--- src/rtl/vps_pkg.sv ---
// Package: shared types, register map and fixed-point constants of the vignette scaler.
`timescale 1ns / 1ps

package vps_pkg;

	// Field widths
	localparam int COORD_W  = 12;
	localparam int CHAN_W   = 8;
	localparam int DIM_W    = 13;
	localparam int SCALE_W  = 25;
	localparam int GAIN_W   = 17;

	// Distance datapath widths, fixed by the coordinate width
	localparam int D2_W     = 2 * COORD_W + 1;
	localparam int RAD_W    = D2_W + 9;
	localparam int ROOT_W   = RAD_W / 2;

	// Configuration port
	localparam int CFG_IDX_W  = 2;
	localparam int CFG_DATA_W = SCALE_W;

	localparam logic [CFG_IDX_W-1:0] REG_IMAGE_WIDTH  = 2'd0;
	localparam logic [CFG_IDX_W-1:0] REG_IMAGE_HEIGHT = 2'd1;
	localparam logic [CFG_IDX_W-1:0] REG_ANGLE_SCALE  = 2'd2;

	localparam logic [DIM_W-1:0]   IMAGE_WIDTH_RST  = 13'd640;
	localparam logic [DIM_W-1:0]   IMAGE_HEIGHT_RST = 13'd480;
	localparam logic [SCALE_W-1:0] ANGLE_SCALE_RST  = 25'd65885;

	// Parameter defaults
	localparam int MAX_DIMENSION_DEF    = 4096;
	localparam int GAIN_TABLE_DEPTH_DEF = 1024;

	// pi/2 in Q28 and Q30, 1.0 in Q30
	localparam int                HALF_PI_Q28_W = 29;
	localparam longint unsigned   HALF_PI_Q28   = 64'd421657428;
	localparam longint unsigned   HALF_PI_Q30   = 64'd1686629713;
	localparam longint            ONE_Q30       = 64'sd1073741824;

	typedef struct packed {
		logic [COORD_W-1:0] pixel_x;
		logic [COORD_W-1:0] pixel_y;
		logic [CHAN_W-1:0]  blue_in;
		logic [CHAN_W-1:0]  green_in;
		logic [CHAN_W-1:0]  red_in;
	} pix_in_t;

	typedef struct packed {
		logic [CHAN_W-1:0] blue_out;
		logic [CHAN_W-1:0] green_out;
		logic [CHAN_W-1:0] red_out;
	} pix_out_t;

	typedef struct packed {
		logic [CHAN_W-1:0] blue;
		logic [CHAN_W-1:0] green;
		logic [CHAN_W-1:0] red;
	} bgr_t;

	localparam int BGR_W = $bits(bgr_t);

endpackage

--- src/rtl/vps_index.sv ---
// Angle and table index: clamps the root, scales it to an angle, divides by pi/2 over stages.
`timescale 1ns / 1ps

module vps_index #(
	parameter int ROOT_W        = 17,
	parameter int MAX_DIMENSION = 4096,
	parameter int DEPTH         = 1024,
	parameter int SIDE_W        = 24,
	localparam int IW = $clog2(DEPTH)
) (
	input  logic                       clk,
	input  logic                       arst_n,
	input  logic                       en,
	input  logic [vps_pkg::SCALE_W-1:0] angle_scale,
	input  logic                       in_valid,
	input  logic [ROOT_W-1:0]          in_root,
	input  logic [SIDE_W-1:0]          in_side,
	output logic                       out_valid,
	output logic [IW-1:0]              out_idx,
	output logic [SIDE_W-1:0]          out_side
);

	localparam int RTW = $clog2(MAX_DIMENSION * 16);
	localparam int CW  = (ROOT_W > RTW) ? ROOT_W : RTW;
	localparam int TW  = RTW + vps_pkg::SCALE_W;
	localparam int HW  = vps_pkg::HALF_PI_Q28_W;
	localparam int NW  = IW + HW;

	localparam logic [CW-1:0] ROOT_MAX = CW'(MAX_DIMENSION * 16 - 1);
	localparam logic [TW-1:0] HALF_PI_T = TW'(vps_pkg::HALF_PI_Q28);
	localparam logic [NW-1:0] HALF_PI_N = NW'(vps_pkg::HALF_PI_Q28);
	localparam logic [NW-1:0] QUART_PI_N = NW'(vps_pkg::HALF_PI_Q28 / 2);
	localparam logic [NW-1:0] DEPTH_M1_N = NW'(DEPTH - 1);
	localparam logic [IW-1:0] IDX_LAST   = IW'(DEPTH - 1);

	logic [CW-1:0]  root_ext;
	logic [RTW-1:0] root_sat;

	logic              v_s1;
	logic [TW-1:0]     theta_s1;
	logic [SIDE_W-1:0] side_s1;

	logic              v_s2;
	logic              sat_s2;
	logic [NW-1:0]     n_s2;
	logic [SIDE_W-1:0] side_s2;

	logic              dv_s    [IW];
	logic              dsat_s  [IW];
	logic [NW-1:0]     dn_s    [IW];
	logic [IW-1:0]     dq_s    [IW];
	logic [SIDE_W-1:0] dside_s [IW];

	assign root_ext = CW'(in_root);
	assign root_sat = (root_ext > ROOT_MAX) ? RTW'(ROOT_MAX) : RTW'(root_ext);

	always_ff @(posedge clk or negedge arst_n) begin
		if (!arst_n) begin
			v_s1 <= 1'b0;
			v_s2 <= 1'b0;
		end else if (en) begin
			v_s1 <= in_valid;
			v_s2 <= v_s1;
		end
	end

	always_ff @(posedge clk) begin
		if (en) begin
			theta_s1 <= TW'(root_sat) * TW'(angle_scale);
			side_s1  <= in_side;
			// past pi/2 the index pins to the last entry
			sat_s2   <= (theta_s1 >= HALF_PI_T);
			n_s2     <= NW'(theta_s1[HW-1:0]) * DEPTH_M1_N + QUART_PI_N;
			side_s2  <= side_s1;
		end
	end

	// restoring division by pi/2, one quotient bit per stage, MSB first
	for (genvar k = 0; k < IW; k++) begin : g_div
		localparam logic [NW-1:0] DIV_K = HALF_PI_N << (IW - 1 - k);

		logic              v_prev;
		logic              sat_prev;
		logic [NW-1:0]     n_prev;
		logic [IW-1:0]     q_prev;
		logic [SIDE_W-1:0] side_prev;
		logic              ge;

		if (k == 0) begin : g_first
			assign v_prev    = v_s2;
			assign sat_prev  = sat_s2;
			assign n_prev    = n_s2;
			assign q_prev    = '0;
			assign side_prev = side_s2;
		end else begin : g_next
			assign v_prev    = dv_s[k-1];
			assign sat_prev  = dsat_s[k-1];
			assign n_prev    = dn_s[k-1];
			assign q_prev    = dq_s[k-1];
			assign side_prev = dside_s[k-1];
		end

		assign ge = (n_prev >= DIV_K);

		always_ff @(posedge clk or negedge arst_n) begin
			if (!arst_n) begin
				dv_s[k] <= 1'b0;
			end else if (en) begin
				dv_s[k] <= v_prev;
			end
		end

		always_ff @(posedge clk) begin
			if (en) begin
				dsat_s[k]  <= sat_prev;
				dn_s[k]    <= ge ? (n_prev - DIV_K) : n_prev;
				dq_s[k]    <= {q_prev[IW-2:0], ge};
				dside_s[k] <= side_prev;
			end
		end
	end

	assign out_valid = dv_s[IW-1];
	assign out_idx   = dsat_s[IW-1] ? IDX_LAST : dq_s[IW-1];
	assign out_side  = dside_s[IW-1];

endmodule

--- config.mk ---
export PLATFORM = sky130hd
export DESIGN_NAME = vps_index
export DESIGN_NICKNAME = d
export VERILOG_FILES = /design/src/rtl/vps_pkg.sv /design/src/rtl/vps_index.sv
export SDC_FILE = /design/constraint.sdc
export NUM_CORES = 2
export LEC_CHECK = 0
export BUFFER_PORTS_ARGS = -buffer_cell sky130_fd_sc_hd__buf_2
export CAP_MARGIN = 25
export CORE_UTILIZATION = 30
export DETAILED_ROUTE_END_ITERATION = 16
export PLACE_DENSITY_LB_ADDON = 0.2
export SLEW_MARGIN = 20
export SYNTH_ARGS = -nofsm -noshare
export SYNTH_HDL_FRONTEND = slang
export SYNTH_SLANG_ARGS = --single-unit
--- constraint.sdc ---
create_clock -name clk -period 5.6 [get_ports clk]
set_clock_uncertainty 0.1 [all_clocks]
set_input_delay 0.56 -clock clk [delete_from_list [all_inputs] [get_ports clk]]
set_output_delay 0.56 -clock clk [all_outputs]
set_load 0.05 [all_outputs]
# Word level (Yosys, flattened, before mapping)
# Memories as Yosys holds them, arrays and structs flattened.
# Cells that the tools add are included.
# classes
n_mux	14
addsub	11
mul	2
n_lt_le_gt_ge	12
# op_table
cell	n
$mux 39	10
$ge 41x29->1 const B	1
$mul 16x25->41	1
$add 39x28->39 const B	1
$ge 39x29->1 const B	1
$ge 39x30->1 const B	1
$ge 39x31->1 const B	1
$ge 39x32->1 const B	1
$ge 39x33->1 const B	1
$ge 39x34->1 const B	1
$ge 39x35->1 const B	1
$ge 39x36->1 const B	1
$ge 39x37->1 const B	1
$ge 39x38->1 const B	1
$mul 29x10->39 const B	1
$sub 39x29->39 const B	1
$sub 39x30->39 const B	1
$sub 39x31->39 const B	1
$sub 39x32->39 const B	1
$sub 39x33->39 const B	1
$sub 39x34->39 const B	1
$sub 39x35->39 const B	1
$sub 39x36->39 const B	1
$sub 39x37->39 const B	1
other kinds (5)	6
# totals
register_bits	141
ram_bits	740
word_cells	60
in_bits	70
mem_count	4
output_inout_bits	35
# mem_list
name	depth	word_bits	read_ports	rd_clocked_by_memory_dff	write_ports	line	text
dn_s	10	39	9	0	10	vps_index.sv:50	logic [NW-1:0] dn_s [IW];
dside_s	10	24	10	0	10	vps_index.sv:52	logic [SIDE_W-1:0] dside_s [IW];
dq_s	10	10	10	0	10	vps_index.sv:51	logic [IW-1:0] dq_s [IW];
dsat_s	10	1	10	0	10	vps_index.sv:49	logic dsat_s [IW];

# Depth between registers and ports, before layout
# depth
ltp_word	3
mapped_depth	27
ltp_nobuf	24

# Worst setup path after synthesis
# Ideal clock, no wire load.
# synth_timing
path_kind	in2reg
startpoint	in in_root[16]
endpoint	reg theta_s1[33] (data pin)
path_buffers	3
required_ps	5236
arrival_time_ps	6638
slack_ps	-1401
stages	26
setup_time_ps	264
path_cell_list	clkbuf_1 or2_2 clkbuf_1 clkbuf_1 nand2_1 fa_1 inv_1 fa_1 inv_1 fa_1 inv_1 fa_1 fa_1 inv_1 fa_1 inv_1 ha_1 a21oi_1 o211ai_1 a31oi_1 o22ai_1 o41ai_2 o21ai_1 a21o_1 a21oi_1 xnor2_1
# synth_between
elab_chain_len	3
# synth_lines
item	line	text
start, declared	vps_index.sv:16	input logic [ROOT_W-1:0] in_root,
$gt 17x16->1	vps_index.sv:55	assign root_sat = (root_ext > ROOT_MAX) ? RTW'(ROOT_MAX) : RTW'(root_ext);
$mux 16	vps_index.sv:55	
$mul 16x25->41	vps_index.sv:69	theta_s1 <= TW'(root_sat) * TW'(angle_scale);
end signal, assigned	vps_index.sv:69	
end, declared	vps_index.sv:40	logic [TW-1:0] theta_s1;
# Every way passes these cells.
# A chain may end at the register's enable or synchronous reset.

# Worst setup path after layout
# layout_timing
startpoint	in in_root[16]
endpoint	reg theta_s1[38] (data pin)
# Same word-level chain as after synthesis.

==> summary.md <==
| Metric | Value |
|---|---|
| Final WL | approximately 110 mm |
| Num CTS Buffers | 88 |
| Yosys warns | 0 |
| H-tree depth | 3 |
| Routability cong. | 0.861 |
| Routed len/inst | 15.8 microns |
| Synth Flop Type | edfxtp_1 |
| Yosys cell types | slightly above 80 |
| Non-filler cells, final | 6924 |
| Outcome | finished with violations |
| Crit Path Max Fanout | 8 |
| # rows | 151 |
| Detailed Place HPWL | 86.1 mm |
| Iteration-0 DRC Markers | 1488 |
| # setup viols final | 30 |
| Inst Count DP | 6695 |
| GR Overflow Total | 0 |
| CTS tree | yes |
| Drt first pass iters | 4 |
| Synth Instances | about 4100 |
| Area Overhead vs Synth | 20.3% |
| Pin count of the biggest net entering global routing | 144 |
| Io pins | 105 |
| Arr. time, crit path | roughly 6500 ps |
| Residual DRC count | 0 |
| Worst Tran Pin Value | 872 ps |
| Fin crit share | 109% |
| Crit. End Element | flip-flop |
| Reg clk slew, reported paths | around 60 ps |
| Synth top area share | 46.2% |
| Clock Sinks | roughly 800 |
| Clock Latency Late Sink | just under 700 ps |
| Nets | 5449 |
| Asr flop ratio synth | 1.51% |
| Most common cell after layout, fill and taps aside | edfxtp_1 |
| Relative slew margins | 41.6% |
| Die footprint | 0.172 sq mm |
| First-pass GRT wire length | about 180 mm |
| Startpoint types | input pin |
| Seq cells post-synth | roughly 800 |
| Number of flops mapped to enable cells by yosys | 785 |
| Port bufs | between 100 and 150 |
| N_diodes | 0 |
| Failing checks | negative setup slack |
| Metal3 WL | 2.89 mm |
| Critical path class | input pin to flip-flop |
| Max Freq | 163 MHz |
| GRT Overall Usage | 12.8% |
| Die X | 415 microns |
| Die height | around 410 microns |
| Synth Cell Area | 0.0511 sq mm |
| Min-delay worst type | input pin to async pin |
| Clock Path Buffers | 3 |
| Reg2reg start | theta_s1[5] |
| Crit path required time | between 5000 and 6000 ps |
| Met2 Wirelength | 56.3 mm |
| Via density per instance | about 4.5 |
| Post-route antenna net violation count | 0 |
| Final hold violations | 0 |
| Initial Util | 30.2% |
| Seq/Total Area, Yosys | 46.8% |
| Final Slew Violations | 0 |
| Antenna violations before repair | 0 |
| Cell taking the most area after synthesis | edfxtp_1 |
| Vias in the first global route | 32800 |
| Commonest non-fill, non-tap cells in the layout | edfxtp_1, inv_1, fa_1, nand2_1, buf_4 |
| Avg Synthesized Cell Area | roughly 12 sq um |
| Area contributors post-synth | edfxtp_1, fa_1, ha_1 |
| Vias post-DR | 30800 |
| Root Buffer Master | clkbuf_16 |
| M1 wire length | roughly 47 mm |
| Setup TNS | -8780 ps |
| CP Launch Point | in_root[16] |
| Core region area | approximately 0.17 sq mm |
| Synthesized net count | 4949 |
| Min cycle time layout | 6120 ps |
| Share of cells above drive strength 1 | 18.8% |
| Top Metal Used | met4 |
| MaxCap Viol Count | 0 |
| RSZ-0062 raised after global routing | true |
| Setup ws final | -524 ps |
-- cells in the mapped netlist, drive strengths merged, types with 7 or more instances --
| cell | count |
|---|---|
| edfxtp | 785 |
| inv | 576 |
| fa | 493 |
| nand2 | 400 |
| ha | 249 |
| xnor2 | 207 |
| and2 | 168 |
| nor2 | 165 |
| xor2 | 138 |
| a21oi | 112 |
| o21ai | 104 |
| clkbuf | 87 |
| nand3 | 66 |
| nor3 | 58 |
| nor2b | 49 |
| nor4 | 48 |
| or2 | 38 |
| a21o | 36 |
| nand4 | 35 |
| a211oi | 24 |
| a31oi | 23 |
| o21a | 21 |
| buf | 19 |
| nand2b | 19 |
| and3 | 18 |
| mux2 | 15 |
| o21bai | 15 |
| o31ai | 15 |
| a21boi | 13 |
| o211ai | 13 |
| dfrtp | 12 |
| nor4b | 12 |
| a211o | 11 |
| or3 | 10 |
| and4 | 9 |
| nand3b | 7 |
| nor3b | 7 |
-- critical path, cell delays in order --
cell,delay (ps)
bufbuf_16,240
or2_4,300
buf_6,160
buf_4,130
and2_1,160
fa_1,480
inv_1,60
fa_1,520
inv_1,50
fa_1,490
fa_1,430
fa_1,510
inv_1,50
fa_1,490
inv_2,50
ha_4,260
buf_6,110
nand3_4,90
buf_6,130
o31ai_4,290
a211oi_2,140
o31a_1,320
buf_4,150
o311a_1,290
-- path summary, 6_finish.rpt --
path	endpoint	slack [ps]	cells past startpoint
max	theta_s1[38]	-520	24
min reg2reg	dside_s[8][18]	300	0
min	g_div[0].v_prev	190	2
max in group asynchronous	g_div[9].v_prev	4980	2
max reg2reg	g_div[0].n_prev[37]	-190	19
min in group clk	dside_s[8][18]	300	0
-- metrics by stage --
stage               area, sq um  util [%]  hold WS [ps]  worst slack, ps
floorplan                 51700         -           164             -915
global placement          57200      33.8           300            -1410
detailed placement        57200      33.8           305            -1450
CTS                       60700      35.9           121             -463
global route              61400      36.3           184             -682
finish                    61400      36.3           188             -524
-- timing repair --
action | in CTS | in global routing
resized for setup | 75 | 111
buffers inserted | 25 | 23
hold buffers | 26 | 0
gates cloned | 2 | 0
pin swaps | 102 | 117
setup endpoints to repair | 41 | 43
endpoints found under the hold margin | 37 | 0
-- metal layers --
metal / up-vias / GRT usage (%)
li1: 14900 / -
met1: 15500 / 16.0
met2: 341 / 22.8
met3: 149 / 1.80
met4: 0 / 3.87
met5: - / 0
-- kinds of logic after synthesis --
logic type | after synthesis | synth area share [%]
muxes | 15 | 0.331
xor gates and xnor gates | 345 | 5.92
and+or+nand+nor | 1126 | 11.0
adders and majority gates | 742 | 25.4
AOI/OAI and AO/OA | 430 | 5.51
DFF | 797 | 46.8
buffers and inverters | 682 | 5.06
-- cell type report --
type	count	area, sq um
clock buffer	105	2290
timing repair buffer	516	4070
sequential	797	23900
inverter	576	2160
multi-input combinational	2658	25800
clock inverter	54	460
tap	2218	2780
fill	16500	108000
-- registers in the layout, indices dropped and copies added, names as in the netlist --
name and count:
dq_s 55, side_s1 24, dn_s 351, g_div.n_prev 39, g_div.side_prev 24, out_valid 1, g_div.v_prev 10, theta_s1 41
g_div.sat_prev 1, dsat_s 10, dside_s 240, v_s1 1
Power is left out: the tool's default activity adds up to more than one toggle a clock period on the data nets, which glitch-free logic cannot reach.
