File: src/rtl/vps_sqrt.sv
// Pipelined integer square root, one result bit per stage, with side-band payload.
`timescale 1ns / 1ps

module vps_sqrt #(
	parameter int RAD_W  = 34,
	parameter int SIDE_W = 24,
	localparam int RW = RAD_W / 2
) (
	input  logic              clk,
	input  logic              arst_n,
	input  logic              en,
	input  logic              in_valid,
	input  logic [RAD_W-1:0]  in_rad,
	input  logic [SIDE_W-1:0] in_side,
	output logic              out_valid,
	output logic [RW-1:0]     out_root,
	output logic [SIDE_W-1:0] out_side
);

	logic              v_s    [RW];
	logic [RAD_W-1:0]  rad_s  [RW];
	logic [RW+1:0]     rem_s  [RW];
	logic [RW-1:0]     root_s [RW];
	logic [SIDE_W-1:0] side_s [RW];

	for (genvar k = 0; k < RW; k++) begin : g_stage
		logic              v_prev;
		logic [RAD_W-1:0]  rad_prev;
		logic [RW+1:0]     rem_prev;
		logic [RW-1:0]     root_prev;
		logic [SIDE_W-1:0] side_prev;
		logic [RW+1:0]     rem_sh;
		logic [RW+1:0]     trial;
		logic              ge;

		if (k == 0) begin : g_first
			assign v_prev    = in_valid;
			assign rad_prev  = in_rad;
			assign rem_prev  = '0;
			assign root_prev = '0;
			assign side_prev = in_side;
		end else begin : g_next
			assign v_prev    = v_s[k-1];
			assign rad_prev  = rad_s[k-1];
			assign rem_prev  = rem_s[k-1];
			assign root_prev = root_s[k-1];
			assign side_prev = side_s[k-1];
		end

		// bring down the next two radicand bits, try (2*root)*2+1
		assign rem_sh = {rem_prev[RW-1:0], rad_prev[RAD_W-1 -: 2]};
		assign trial  = {root_prev, 2'b01};
		assign ge     = (rem_sh >= trial);

		always_ff @(posedge clk or negedge arst_n) begin
			if (!arst_n) begin
				v_s[k] <= 1'b0;
			end else if (en) begin
				v_s[k] <= v_prev;
			end
		end

		always_ff @(posedge clk) begin
			if (en) begin
				rad_s[k]  <= rad_prev << 2;
				rem_s[k]  <= ge ? (rem_sh - trial) : rem_sh;
				root_s[k] <= {root_prev[RW-2:0], ge};
				side_s[k] <= side_prev;
			end
		end
	end

	assign out_valid = v_s[RW-1];
	assign out_root  = root_s[RW-1];
	assign out_side  = side_s[RW-1];

endmodule

File: config.mk
export PLATFORM = sky130hd
export DESIGN_NAME = vps_sqrt
export DESIGN_NICKNAME = d
export VERILOG_FILES = /design/src/rtl/vps_sqrt.sv
export SDC_FILE = /design/constraint.sdc
export NUM_CORES = 1
export LEC_CHECK = 0
export BUFFER_PORTS_ARGS = -buffer_cell sky130_fd_sc_hd__buf_2
export CAP_MARGIN = 20
export CORE_AREA = 4 4 350 525
export CTS_CLUSTER_DIAMETER = 40
export DETAILED_ROUTE_END_ITERATION = 8
export DIE_AREA = 0 0 354 529
export GPL_TIMING_DRIVEN = 0
export PLACE_DENSITY = 0.46
export REMOVE_ABC_BUFFERS = 1
export SYNTH_ARGS = -nofsm -noshare
export SYNTH_HDL_FRONTEND = slang
export SYNTH_SLANG_ARGS = --single-unit
File: constraint.sdc
create_clock -name clk -period 2.6 [get_ports clk]
set_input_delay 0.26 -clock clk [delete_from_list [all_inputs] [get_ports clk]]
set_output_delay 0.26 -clock clk [all_outputs]
set_load 0.03 [all_outputs]
Word level (Yosys, flattened, before mapping)
Memories as Yosys holds them, arrays and structs flattened.
Cells that the tools add are included.
{"block": "word_totals", "mem_count": 4, "output_inout_bits": 42, "inputBits": 62, "wordCells": 74, "register_bits": 17, "ram_bits": 1564}
{"memory": "rad_s", "depth": 17, "word_bits": 32, "read_ports": 16, "rd_clocked_by_memory_dff": 0, "write_ports": 17, "line": "21", "text": "logic [RAD_W-1:0] rad_s [RW];"}
{"memory": "side_s", "depth": 17, "word_bits": 24, "read_ports": 17, "rd_clocked_by_memory_dff": 0, "write_ports": 17, "line": "24", "text": "logic [SIDE_W-1:0] side_s [RW];"}
{"memory": "rem_s", "depth": 17, "word_bits": 19, "read_ports": 16, "rd_clocked_by_memory_dff": 0, "write_ports": 17, "line": "22", "text": "logic [RW+1:0] rem_s [RW];"}
{"memory": "root_s", "depth": 17, "word_bits": 17, "read_ports": 17, "rd_clocked_by_memory_dff": 0, "write_ports": 17, "line": "23", "text": "logic [RW-1:0] root_s [RW];"}
{"block": "classes", "magnitude_cmp": 17, "mux": 19, "n_addsub": 17}
{"cell": "19-bit 2-to-1 mux", "n": 17}
{"cell": "19-bit >= comparator", "n": 16}
{"cell": "19-bit subtractor", "n": 16}
{"cell": "2-bit by 1-bit subtractor with 3-bit output (second input constant)", "n": 1}
{"cell": "2-bit by 1-bit >= comparator with 1-bit output (second input constant)", "n": 1}
{"cell": "1-bit 2-to-1 mux", "n": 2}

Longest topological paths before layout
Gate-level depths: netlist of run 1.
An unclocked memory read counts as a cell.
{"block": "depth", "ltp_word": 3, "ltp_mapped": 11, "mapped_depth_nobuf": 9}

Worst setup path before layout of run 1
No wires, ideal clock.
{"block": "synth_path", "path_kind": "reg2reg", "start": "mem rem_s[0][20] (netlist name)", "end": "mem rem_s[0][47] (netlist name) (data pin)", "stages_incl_launch_ff": 9, "setup_slack_ns": 0.076, "period_less_slack_ns": 2.524, "required_time_ns": 2.340, "t_arrival_ns": 2.264, "setup_ns": 0.260, "path_buffers": 1, "cell_sequence": "edfxtp_1 > ha_1 > or4b_4 > o2111ai_2 > nand3b_2 > buf_6 > o2111ai_4 > or3b_1 > xnor2_1"}
{"item": "start: declaration", "line": "22"}

==> flow_metrics.py, run 1 <==
metrics = {
    "drt": {
        "drc": 0,
        "drt-total-wl_mm": 79.4,
        "detail_route.first_pass.iterations": 5,
        "drt.antenna.violating_nets": 0,
        "routed_wirelength_normalized_by_instance_count_um": 13.7,
        "vias": 23800,
        "dr.first_iter.drc_count": 1113,
        "drt-vias-per-instance": 4.12,
    },
    "yosys": {
        "post_synth_xor_area_fraction": 0.0330,
        "synth_enable_flop_cells": 1087,
        "post_synth_inst_count": 2850,
        "synth.area.mux_share": 0.0166,
        "netlist-cell-type-count": 86,
        "synth_flop_cell": "sky130_fd_sc_hd__edfxtp_1",
        "yosysWarnings": 0,
        "post_synth_and_or_nand_nor_area_fraction": 0.0663,
        "synthAdderAreaFrac": 0.0477,
        "dominant_combinational_cell_family_by_area_after_synthesis": "compound AO/OA/AOI/OAI gates",
        "synth_compound_area_frac": 0.0720,
        "ffs_w_async_s_r_synth": 0.0154,
        "synth_cell_area_um2": 44600,
        "ys_seq_elements": 1104,
        "syn-mean-instance-area_um2": 15.6,
        "synth_seq_area_share": 0.742,
    },
    "global_route": {
        "first_global_vias": 24800,
        "grt_antenna_before_repair": 0,
        "grt_first_pass_wirelength_mm": 127,
        "overall_routing_resource_usage": 0.0829,
        "grt_max_degree": 177,
        "globalRoute.totalOverflow": 0,
    },
    "clock_network": {
        "path_clk_slew_ps": 60,
        "clock_tree.buffer_depth": 4,
        "cts_htree_levels": 4,
        "cts_inserted_buffers": 167,
        "clk-insertion-delay-late_ps": 790,
        "numClockSinks": 1104,
        "ctsRootBufferMaster": "sky130_fd_sc_hd__clkbuf_16",
        "tritoncts": "done",
    },
    "setup_path": {
        "worstSetupStartpointType": "flop",
        "cp_data_arrival_time_ps": 3110,
        "crit_path_end_kind": "flop",
        "crit_type": "flop to flop",
        "crit_path_max_fanout": 6,
        "critical_path_required_ps": 3120,
    },
    "job": {
        "max_cap_violations": 0,
    },
    "final_layout": {
        "post-route-util": 0.313,
        "final_layout_size_suffix_gt1_frac": 0.195,
        "finished_layout_cells": 5780,
        "synthToLayoutAreaGrowth_pct": 25.9,
        "finish.net_count": 3480,
        "antenna_fix_cells": 0,
        "num-fill-cells": 17600,
    },
    "timing": {
        "skew_final_ps": 80.7,
        "setup_violations": 0,
        "transition_time_of_the_tightest_slew_check_pin_ps": 994,
        "fmax_mhz": 386,
        "timing.final.crit_period_ps": 2590,
        "slew_headroom": 0.337,
        "rsz0062_at_grt": "yes",
        "timing_max_transition_violations_final": 0,
        "layout_worst_path_cycle_share": 0.996,
        "final_hold_viol_count": 0,
    },
    "floorplanning": {
        "rows": 191,
        "die_width_um": 354,
        "ioPinCount": 104,
        "design.die.area_um2": 187000,
        "die-height_um": 529,
        "initial_standard_cell_utilization_of_the_core": 0.248,
        "core_region_area_um2": 179000,
    },
    "power": {
        "irDropWorstVdd_mv": 0.560,
        "p_leak_nw": 20.3,
        "cellPowerDensity_nw_per_um2": 888,
    },
    "place": {
        "detailedPlacementHpwl_mm": 47.5,
        "post-place-cells": 5342,
        "port_buffers": 103,
        "final_replace_weighted_congestion": 0.887,
    },
    "outcome": {
        "result_of_the_run": "finished, final reports clean",
    },
    "hold_path": {
        "hold_class": "primary input to flop",
    },
}
## logic make-up after synthesis
family / after synthesis
multiplexers: 67
other: 1
adder cells (fa/ha/maj): 170
flip-flops: 1104
buffers and inverters: 261
AO/OA/AOI/OAI: 492
AND/OR/NAND/NOR: 587
XOR/XNOR: 168
## metrics by stage
step           power [mW]  area, µm²  setup TNS [ps]  worst slack [ps]  hold WS (ps)
2_1_floorplan        26.2      44400          -42070              -984         -35.6
3_3_place_gp         28.4      47900               -            -17490           189
3_5_place_dp         27.9      48300         -443270             -1440           203
4_1_cts              50.6      55500               0             0.592          41.9
5_1_grt              52.4      56100            -356             -89.2          54.0
6_report             49.9      56100               0              10.5          82.5
## cell usage in the layout (no fill, tap or decap), types with 28 or more instances in the layout
cell,instances
sky130_fd_sc_hd__dlygate4sd3_1,63
sky130_fd_sc_hd__inv_1,215
sky130_fd_sc_hd__o21ai_0,105
sky130_fd_sc_hd__xor2_1,72
sky130_fd_sc_hd__mux2_2,38
sky130_fd_sc_hd__nand3_1,44
sky130_fd_sc_hd__xnor2_1,96
sky130_fd_sc_hd__nor2_1,132
sky130_fd_sc_hd__ha_1,130
sky130_fd_sc_hd__buf_4,71
sky130_fd_sc_hd__a21o_1,36
sky130_fd_sc_hd__clkbuf_16,168
sky130_fd_sc_hd__or3_1,28
sky130_fd_sc_hd__nand2_1,140
sky130_fd_sc_hd__nor3_1,58
sky130_fd_sc_hd__buf_2,103
sky130_fd_sc_hd__edfxtp_1,1087
sky130_fd_sc_hd__o21a_1,45
sky130_fd_sc_hd__a21oi_1,107
## routing by layer
metal / up-vias / part of all wire / wire, µm / track usage
met5: - / 0 / 0 / 0
li1: 11600 / - / - / -
met3: 305 / 0.046 / 3650 / 0.0205
met1: 11400 / 0.36 / 29000 / 0.0814
met4: 0 / 0.060 / 4790 / 0.0526
met2: 456 / 0.53 / 42000 / 0.155
## final timing paths
kind                                start            endpoint  slack, ps  cells after the start
hold reg to reg            side_s[0][272]      side_s[0][296]        380                      0
min in group asynchronous          arst_n  g_stage[16].v_prev        640                      3
setup reg to reg            rem_s[0][257]       rem_s[0][279]         10                      8
max in group asynchronous          arst_n   g_stage[8].v_prev       1490                      3
setup / recovery            rem_s[0][257]       rem_s[0][279]         10                      8
hold / removal                         en      side_s[0][171]         80                      2
## sequential cells by signal, summed over array words and instances, names as in the netlist
signal / count
rad_s: 272
out_valid: 1
side_s: 408
rem_s: 254
root_s: 153
g_stage.v_prev: 16
## where the power goes
part | leakage, nW | total, mW | internal (mW) | switching (mW)
registers | 10.7 | 22.5 | 21.7 | 0.799
logic | 6.99 | 5.87 | 2.65 | 3.22
clock network | 2.58 | 21.5 | 13.4 | 8.19
## critical path: stages, from the launching register on
cell and delay [ps]:
sky130_fd_sc_hd__edfxtp_1 400, sky130_fd_sc_hd__ha_1 410, sky130_fd_sc_hd__a21oi_2 210, sky130_fd_sc_hd__o21ai_0 170
sky130_fd_sc_hd__a211o_1 370, sky130_fd_sc_hd__a31oi_4 250, sky130_fd_sc_hd__buf_12 180, sky130_fd_sc_hd__inv_6 50
sky130_fd_sc_hd__mux2_4 290
## Yosys cell counts, types with 23 or more instances
cell,n,area [µm²]
sky130_fd_sc_hd__mux2_2,40,450
sky130_fd_sc_hd__clkbuf_1,23,86.3
sky130_fd_sc_hd__nand2_1,140,526
sky130_fd_sc_hd__inv_1,220,826
sky130_fd_sc_hd__xnor2_1,96,841
sky130_fd_sc_hd__nor3_1,66,330
sky130_fd_sc_hd__o21ai_0,114,571
sky130_fd_sc_hd__o21a_1,46,345
sky130_fd_sc_hd__ha_1,170,2130
sky130_fd_sc_hd__a21o_1,36,270
sky130_fd_sc_hd__xor2_1,72,631
sky130_fd_sc_hd__nor2_1,132,495
sky130_fd_sc_hd__or3_1,31,194
sky130_fd_sc_hd__nor4_1,23,144
sky130_fd_sc_hd__nand3_1,49,245
sky130_fd_sc_hd__nand4_1,27,169
sky130_fd_sc_hd__edfxtp_1,1087,32600
sky130_fd_sc_hd__a21oi_1,116,581
sky130_fd_sc_hd__nand2b_1,24,150
## final cells by class
type | count | area [µm²] | area share
Multi-Input combinational cell | 1486 | 11600 | 0.206
Clock buffer | 180 | 4230 | 0.0753
Inverter | 222 | 841 | 0.0150
Sequential cell | 1104 | 33100 | 0.589
Timing Repair Buffer | 267 | 2300 | 0.0410
Tap cell | 2412 | 3020 | 0.0538
Clock inverter | 109 | 1130 | 0.0201
## timing repair
item	4_1_cts	5_1_grt
hold endpoints to repair	139	0
pin swaps	24	36
endpoints found under the setup margin	360	116
setup buffers	44	34
hold buffers	66	0
resized for setup	117	84
cloned	4	1
Note: power is estimated with default switching activity, not from simulation.
==> run 2: changes to the inputs <==
- REMOVE_ABC_BUFFERS: 1 -> not set
==> flow_metrics.py, run 2 (synthesis gave the netlist of run 1 again) <==
metrics = {
    "outcome": {
        "result_of_the_run": "complete, but fails checks",
        "violations_in_the_final_reports": "setup timing",
    },
    "timing": {
        "skew_final_ps": 60.3,
        "final.setup.worst_slack_ps": -4.73,
        "timing.final.crit_period_ps": 2600,
        "fin_hold_ws_ps": 119,
        "setup_total_negative_slack_ps": -4.73,
        "fmax_mhz": 384,
        "rsz0062_at_grt": "yes",
        "slew_headroom": 0.336,
        "timing_max_transition_violations_final": 0,
        "final_hold_viol_count": 0,
        "setup_violations": 1,
        "layout_worst_path_cycle_share": 1.00,
        "transition_time_of_the_tightest_slew_check_pin_ps": 995,
    },
    "final_layout": {
        "num-fill-cells": 17500,
        "post-route-util": 0.312,
        "largestRegisters": "side_s x408, rad_s x272, rem_s x254",
        "finish.net_count": 3480,
        "antenna_fix_cells": 0,
        "mostFrequentLayoutCell": "sky130_fd_sc_hd__edfxtp_1",
        "final_layout_size_suffix_gt1_frac": 0.196,
        "postLayoutCellArea_um2": 56000,
        "synthToLayoutAreaGrowth_pct": 25.6,
        "max_ffs_per_register": 408,
        "layout_common_cells": "sky130_fd_sc_hd__edfxtp_1 (1087), sky130_fd_sc_hd__inv_1 (214), sky130_fd_sc_hd__clkbuf_16 (164), sky130_fd_sc_hd__nand2_1 (140)",
        "register_with_the_highest_flop_count": "side_s",
    },
    "floorplanning": {
        "die-height_um": 529,
        "die_width_um": 354,
        "core_region_area_um2": 179000,
        "design.die.area_um2": 187000,
        "initial_standard_cell_utilization_of_the_core": 0.248,
        "rows": 191,
        "ioPinCount": 104,
    },
    "clock_network": {
        "path_clk_slew_ps": 60,
        "ctsRootBufferMaster": "sky130_fd_sc_hd__clkbuf_16",
        "clk-insertion-delay-late_ps": 780,
        "tritoncts": "done",
        "cts_inserted_buffers": 160,
        "clock_tree.buffer_depth": 4,
        "cts_htree_levels": 4,
        "numClockSinks": 1104,
    },
    "global_route": {
        "grt_antenna_before_repair": 1,
        "grt_max_degree": 178,
        "first_global_vias": 24900,
        "globalRoute.totalOverflow": 0,
        "grt_first_pass_wirelength_mm": 127,
        "overall_routing_resource_usage": 0.0833,
    },
    "yosys": {
        "syn_nets": 3082,
    },
    "power": {
        "design_power_total_mw": 49.5,
        "cellPowerDensity_nw_per_um2": 885,
        "irDropWorstVdd_mv": 0.657,
        "p_leak_nw": 20.2,
    },
    "drt": {
        "drt.antenna.violating_nets": 0,
        "routed_wirelength_normalized_by_instance_count_um": 13.8,
        "drt-total-wl_mm": 79.8,
        "drt-vias-per-instance": 4.08,
        "drc": 0,
        "detail_route.first_pass.iterations": 5,
        "dr.first_iter.drc_count": 1265,
        "vias": 23600,
    },
    "setup_path": {
        "worstSetupStartpointType": "flop",
        "crit_type": "flop to flop",
        "r2r-start": "root_s[0][227]",
        "crit_path_end_kind": "flop",
        "reg2reg_setup_slack_ps": -5,
        "cp_data_arrival_time_ps": 3100,
        "crit_path_max_fanout": 6,
        "critical_path.reg2reg.endpoint": "rem_s[0][269]",
        "reg2regPathDepth": 8,
        "critical_path_required_ps": 3100,
    },
    "place": {
        "detailedPlacementHpwl_mm": 49.8,
        "postPlaceCellArea_um2": 48300,
        "final_replace_weighted_congestion": 0.828,
        "port_buffers": 103,
    },
    "hold_path": {
        "hold_class": "primary input to flop",
        "min_to": "side_s[0][60]",
        "depth_of_the_worst_hold_timing_path": 2,
        "timing.hold.worst.start": "en",
    },
    "job": {
        "max_cap_violations": 0,
    },
}
==> run 2: cell type report <==
class,count,area [µm²],area share
Sequential cell,1104,33100,0.591
Multi-Input combinational cell,1485,11600,0.207
Clock buffer,184,4170,0.0744
Tap cell,2412,3020,0.0539
Timing Repair Buffer,248,1980,0.0354
Clock inverter,101,1110,0.0198
Inverter,222,836,0.0149
Buffer,27,220,0.00393
==> run 2: per-layer routing <==
layer,up-vias,track usage,share of wire
met2,455,0.156,0.53
met1,11200,0.0788,0.35
met3,289,0.0201,0.045
met5,-,0,0
met4,0,0.0602,0.072
li1,11600,-,-
==> run 2: how the worst max path moves through the flow <==
stage,start,to,slack (ps),depth (start not counted)
4_1_cts,rem_s[0][57],rem_s[0][83],3,8
3_3_place_gp,en,g_stage[16].v_prev,-16490,4
5_1_grt,rem_s[0][153],rem_s[0][184],-70,7
6_report,root_s[0][227],rem_s[0][269],-5,8
2_1_floorplan,rem_s[0][20],rem_s[0][47],80,8
3_5_place_dp,rem_s[0][153],rem_s[0][179],-800,7
==> run 2: repair_timing <==
item,CTS,global route
pin swaps,48,32
gates resized for setup,169,89
hold endpoints to repair,105,0
setup buffers,46,27
cloned,2,1
endpoints found under the setup margin,194,150
hold buffers,64,0
==> run 2: worst max-delay path, cell delays in order (launching register included) <==
cell	delay (ps)
sky130_fd_sc_hd__edfxtp_1	390
sky130_fd_sc_hd__inv_2	90
sky130_fd_sc_hd__ha_4	210
sky130_fd_sc_hd__a21o_1	150
sky130_fd_sc_hd__a31o_1	210
sky130_fd_sc_hd__a221o_1	410
sky130_fd_sc_hd__a31oi_4	390
sky130_fd_sc_hd__buf_6	170
sky130_fd_sc_hd__mux2_4	280
==> run 2: metrics by stage <==
step | cells | setup slack (ps)
4_1_cts | 5761 | 2.92
3_5_place_dp | 5372 | -803
6_report | 5783 | -4.73
2_1_floorplan | 2850 | 76.3
3_3_place_gp | 5365 | -16490
5_1_grt | 5783 | -69.8
==> run 2: where the power goes <==
group	switching, mW	internal (mW)	total (mW)	leakage, nW
registers	0.799	21.7	22.5	10.7
logic	3.25	2.63	5.88	6.97
clock network	8.13	13.1	21.2	2.54
==> run 3: changes to the inputs <==
- PLACE_DENSITY: 0.46 -> 0.45
- SETUP_SLACK_MARGIN: not set -> 0.3
- SLEW_MARGIN: not set -> 10
- clock period: 2.6 -> 2.8 ns (I/O delays scaled with it)
==> flow_metrics.py, run 3 (synthesis gave the netlist of run 1 again) <==
metrics = {
    "power": {
        "cellPowerDensity_nw_per_um2": 803,
        "p_leak_nw": 20.6,
        "design_power_total_mw": 45.9,
        "irDropWorstVdd_mv": 0.489,
    },
    "timing": {
        "timing.final.crit_period_ps": 2620,
        "setup_violations": 0,
        "timing_max_transition_violations_final": 0,
        "final.setup.worst_slack_ps": 182,
        "final_hold_viol_count": 12,
        "slew_headroom": 0.414,
        "fin_hold_ws_ps": -47.4,
        "layout_worst_path_cycle_share": 0.935,
        "transition_time_of_the_tightest_slew_check_pin_ps": 879,
        "fmax_mhz": 382,
        "rsz0062_at_grt": "yes",
        "skew_final_ps": 82.1,
        "setup_total_negative_slack_ps": 0,
    },
    "drt": {
        "drt-vias-per-instance": 4.12,
        "drt-total-wl_mm": 82.9,
        "detail_route.first_pass.iterations": 6,
        "routed_wirelength_normalized_by_instance_count_um": 14.2,
        "dr.first_iter.drc_count": 1091,
        "vias": 24100,
        "drc": 0,
        "drt.antenna.violating_nets": 0,
    },
    "final_layout": {
        "synthToLayoutAreaGrowth_pct": 28.1,
        "register_with_the_highest_flop_count": "side_s",
        "largestRegisters": "side_s x408, rad_s x272, rem_s x254",
        "mostFrequentLayoutCell": "sky130_fd_sc_hd__edfxtp_1",
        "layout_common_cells": "sky130_fd_sc_hd__edfxtp_1 (1087), sky130_fd_sc_hd__inv_1 (213), sky130_fd_sc_hd__clkbuf_16 (166), sky130_fd_sc_hd__nand2_1 (138), sky130_fd_sc_hd__nor2_1 (125)",
        "postLayoutCellArea_um2": 57100,
        "final_layout_size_suffix_gt1_frac": 0.232,
        "finish.net_count": 3547,
        "finished_layout_cells": 5848,
        "post-route-util": 0.318,
        "max_ffs_per_register": 408,
    },
    "global_route": {
        "first_global_vias": 25300,
        "overall_routing_resource_usage": 0.0862,
        "globalRoute.totalOverflow": 0,
        "grt_antenna_before_repair": 1,
        "grt_first_pass_wirelength_mm": 131,
        "grt_max_degree": 154,
    },
    "hold_path": {
        "min_to": "side_s[0][31]",
        "depth_of_the_worst_hold_timing_path": 1,
        "hold_class": "primary input to flop",
        "timing.hold.worst.start": "en",
    },
    "clock_network": {
        "cts_inserted_buffers": 161,
        "numClockSinks": 1104,
        "clock_tree.buffer_depth": 4,
        "ctsRootBufferMaster": "sky130_fd_sc_hd__clkbuf_16",
        "path_clk_slew_ps": 60,
        "cts_htree_levels": 4,
        "tritoncts": "done",
        "clk-insertion-delay-late_ps": 770,
        "holdBufCountCts": 62,
    },
    "setup_path": {
        "reg2reg_setup_slack_ps": 180,
        "crit_path_max_fanout": 3,
        "critical_path.reg2reg.endpoint": "rem_s[0][47]",
        "crit_type": "flop to flop",
        "critical_path_required_ps": 3310,
        "crit_path_end_kind": "flop",
        "cp_data_arrival_time_ps": 3130,
        "highest_cell_delay_on_the_worst_timing_path_ps": 490,
        "cp_cell_sequence": "ha_4 -> or4b_4 -> o2111ai_4 -> nand3b_4 -> buf_8 -> o2111ai_4 -> or3b_1 -> xnor2_1",
        "critical_path.n_buffers_inverters": 1,
        "worst_path_dominant_cell_family": "simple AND/OR/NAND/NOR gates",
        "reg2regPathDepth": 8,
        "worstSetupStartpointType": "flop",
        "slowest_stage": "sky130_fd_sc_hd__or4b_4",
        "r2r-start": "rem_s[0][20]",
        "path_common_cell": "sky130_fd_sc_hd__o2111ai_4",
    },
    "place": {
        "postPlaceCellArea_um2": 48400,
        "final_replace_weighted_congestion": 0.883,
        "detailedPlacementHpwl_mm": 51.3,
        "dp_worst_setup_slack_ps": -896,
        "port_buffers": 103,
        "post-place-cells": 5373,
    },
    "outcome": {
        "result_of_the_run": "complete, but fails checks",
        "violations_in_the_final_reports": "hold timing",
    },
    "floorplanning": {
        "die_width_um": 354,
        "ioPinCount": 104,
        "design.die.area_um2": 187000,
        "core_region_area_um2": 179000,
        "die-height_um": 529,
        "rows": 191,
        "initial_standard_cell_utilization_of_the_core": 0.248,
    },
    "yosys": {
        "syn_nets": 3082,
    },
    "job": {
        "max_cap_violations": 0,
    },
}
run 3: worst max-delay path by stage:
stage | startpoint | end | cells past startpoint
final | rem_s[0][20] | rem_s[0][47] | 8
after CTS | rem_s[0][20] | rem_s[0][47] | 8
after floorplan | rem_s[0][270] | rem_s[0][297] | 8
after global placement | en | g_stage[13].v_prev | 4
after global routing | rem_s[0][253] | rem_s[0][282] | 11
after detailed placement | en | side_s[1][21] | 5
run 3: power by group:
part | leakage (nW) | total, mW | internal [mW] | switching, mW
clock | 2.49 | 19.1 | 11.6 | 7.45
sequential | 10.7 | 20.9 | 20.1 | 0.782
combinational | 7.44 | 5.87 | 2.74 | 3.13
run 3: repair_timing:
action | 4_1_cts | 5_1_grt
setup endpoints to repair | 357 | 169
buffers inserted | 77 | 44
hold endpoints to repair | 170 | 88
gates resized for setup | 224 | 174
pin swaps | 60 | 64
cloned | 6 | 2
run 3: layer usage:
metal / share of wire / GRT usage
met5: 0 / 0
met4: 0.055 / 0.0516
met3: 0.043 / 0.0198
met2: 0.54 / 0.163
met1: 0.36 / 0.0847
run 3: worst reg2reg max path: stages, from the launching register on:
cell and delay (ps):
sky130_fd_sc_hd__edfxtp_1 440, sky130_fd_sc_hd__ha_4 300, sky130_fd_sc_hd__or4b_4 490, sky130_fd_sc_hd__o2111ai_4 200, sky130_fd_sc_hd__nand3b_4 180, sky130_fd_sc_hd__buf_8 100, sky130_fd_sc_hd__o2111ai_4 140, sky130_fd_sc_hd__or3b_1 390
sky130_fd_sc_hd__xnor2_1 130
run 3: final cells by class:
| type | count | area [µm²] |
|---|---|---|
| diodes | 2 | 5.00 |
| plain buffers | 39 | 360 |
| clock buffers | 181 | 4190 |
| clock inverters | 101 | 948 |
| fillers | 17500 | 122000 |
| inverters | 222 | 841 |
| multi-input cells | 1485 | 12100 |
| flip-flops and latches | 1104 | 33100 |
| well taps | 2412 | 3020 |
| repair buffers | 302 | 2570 |
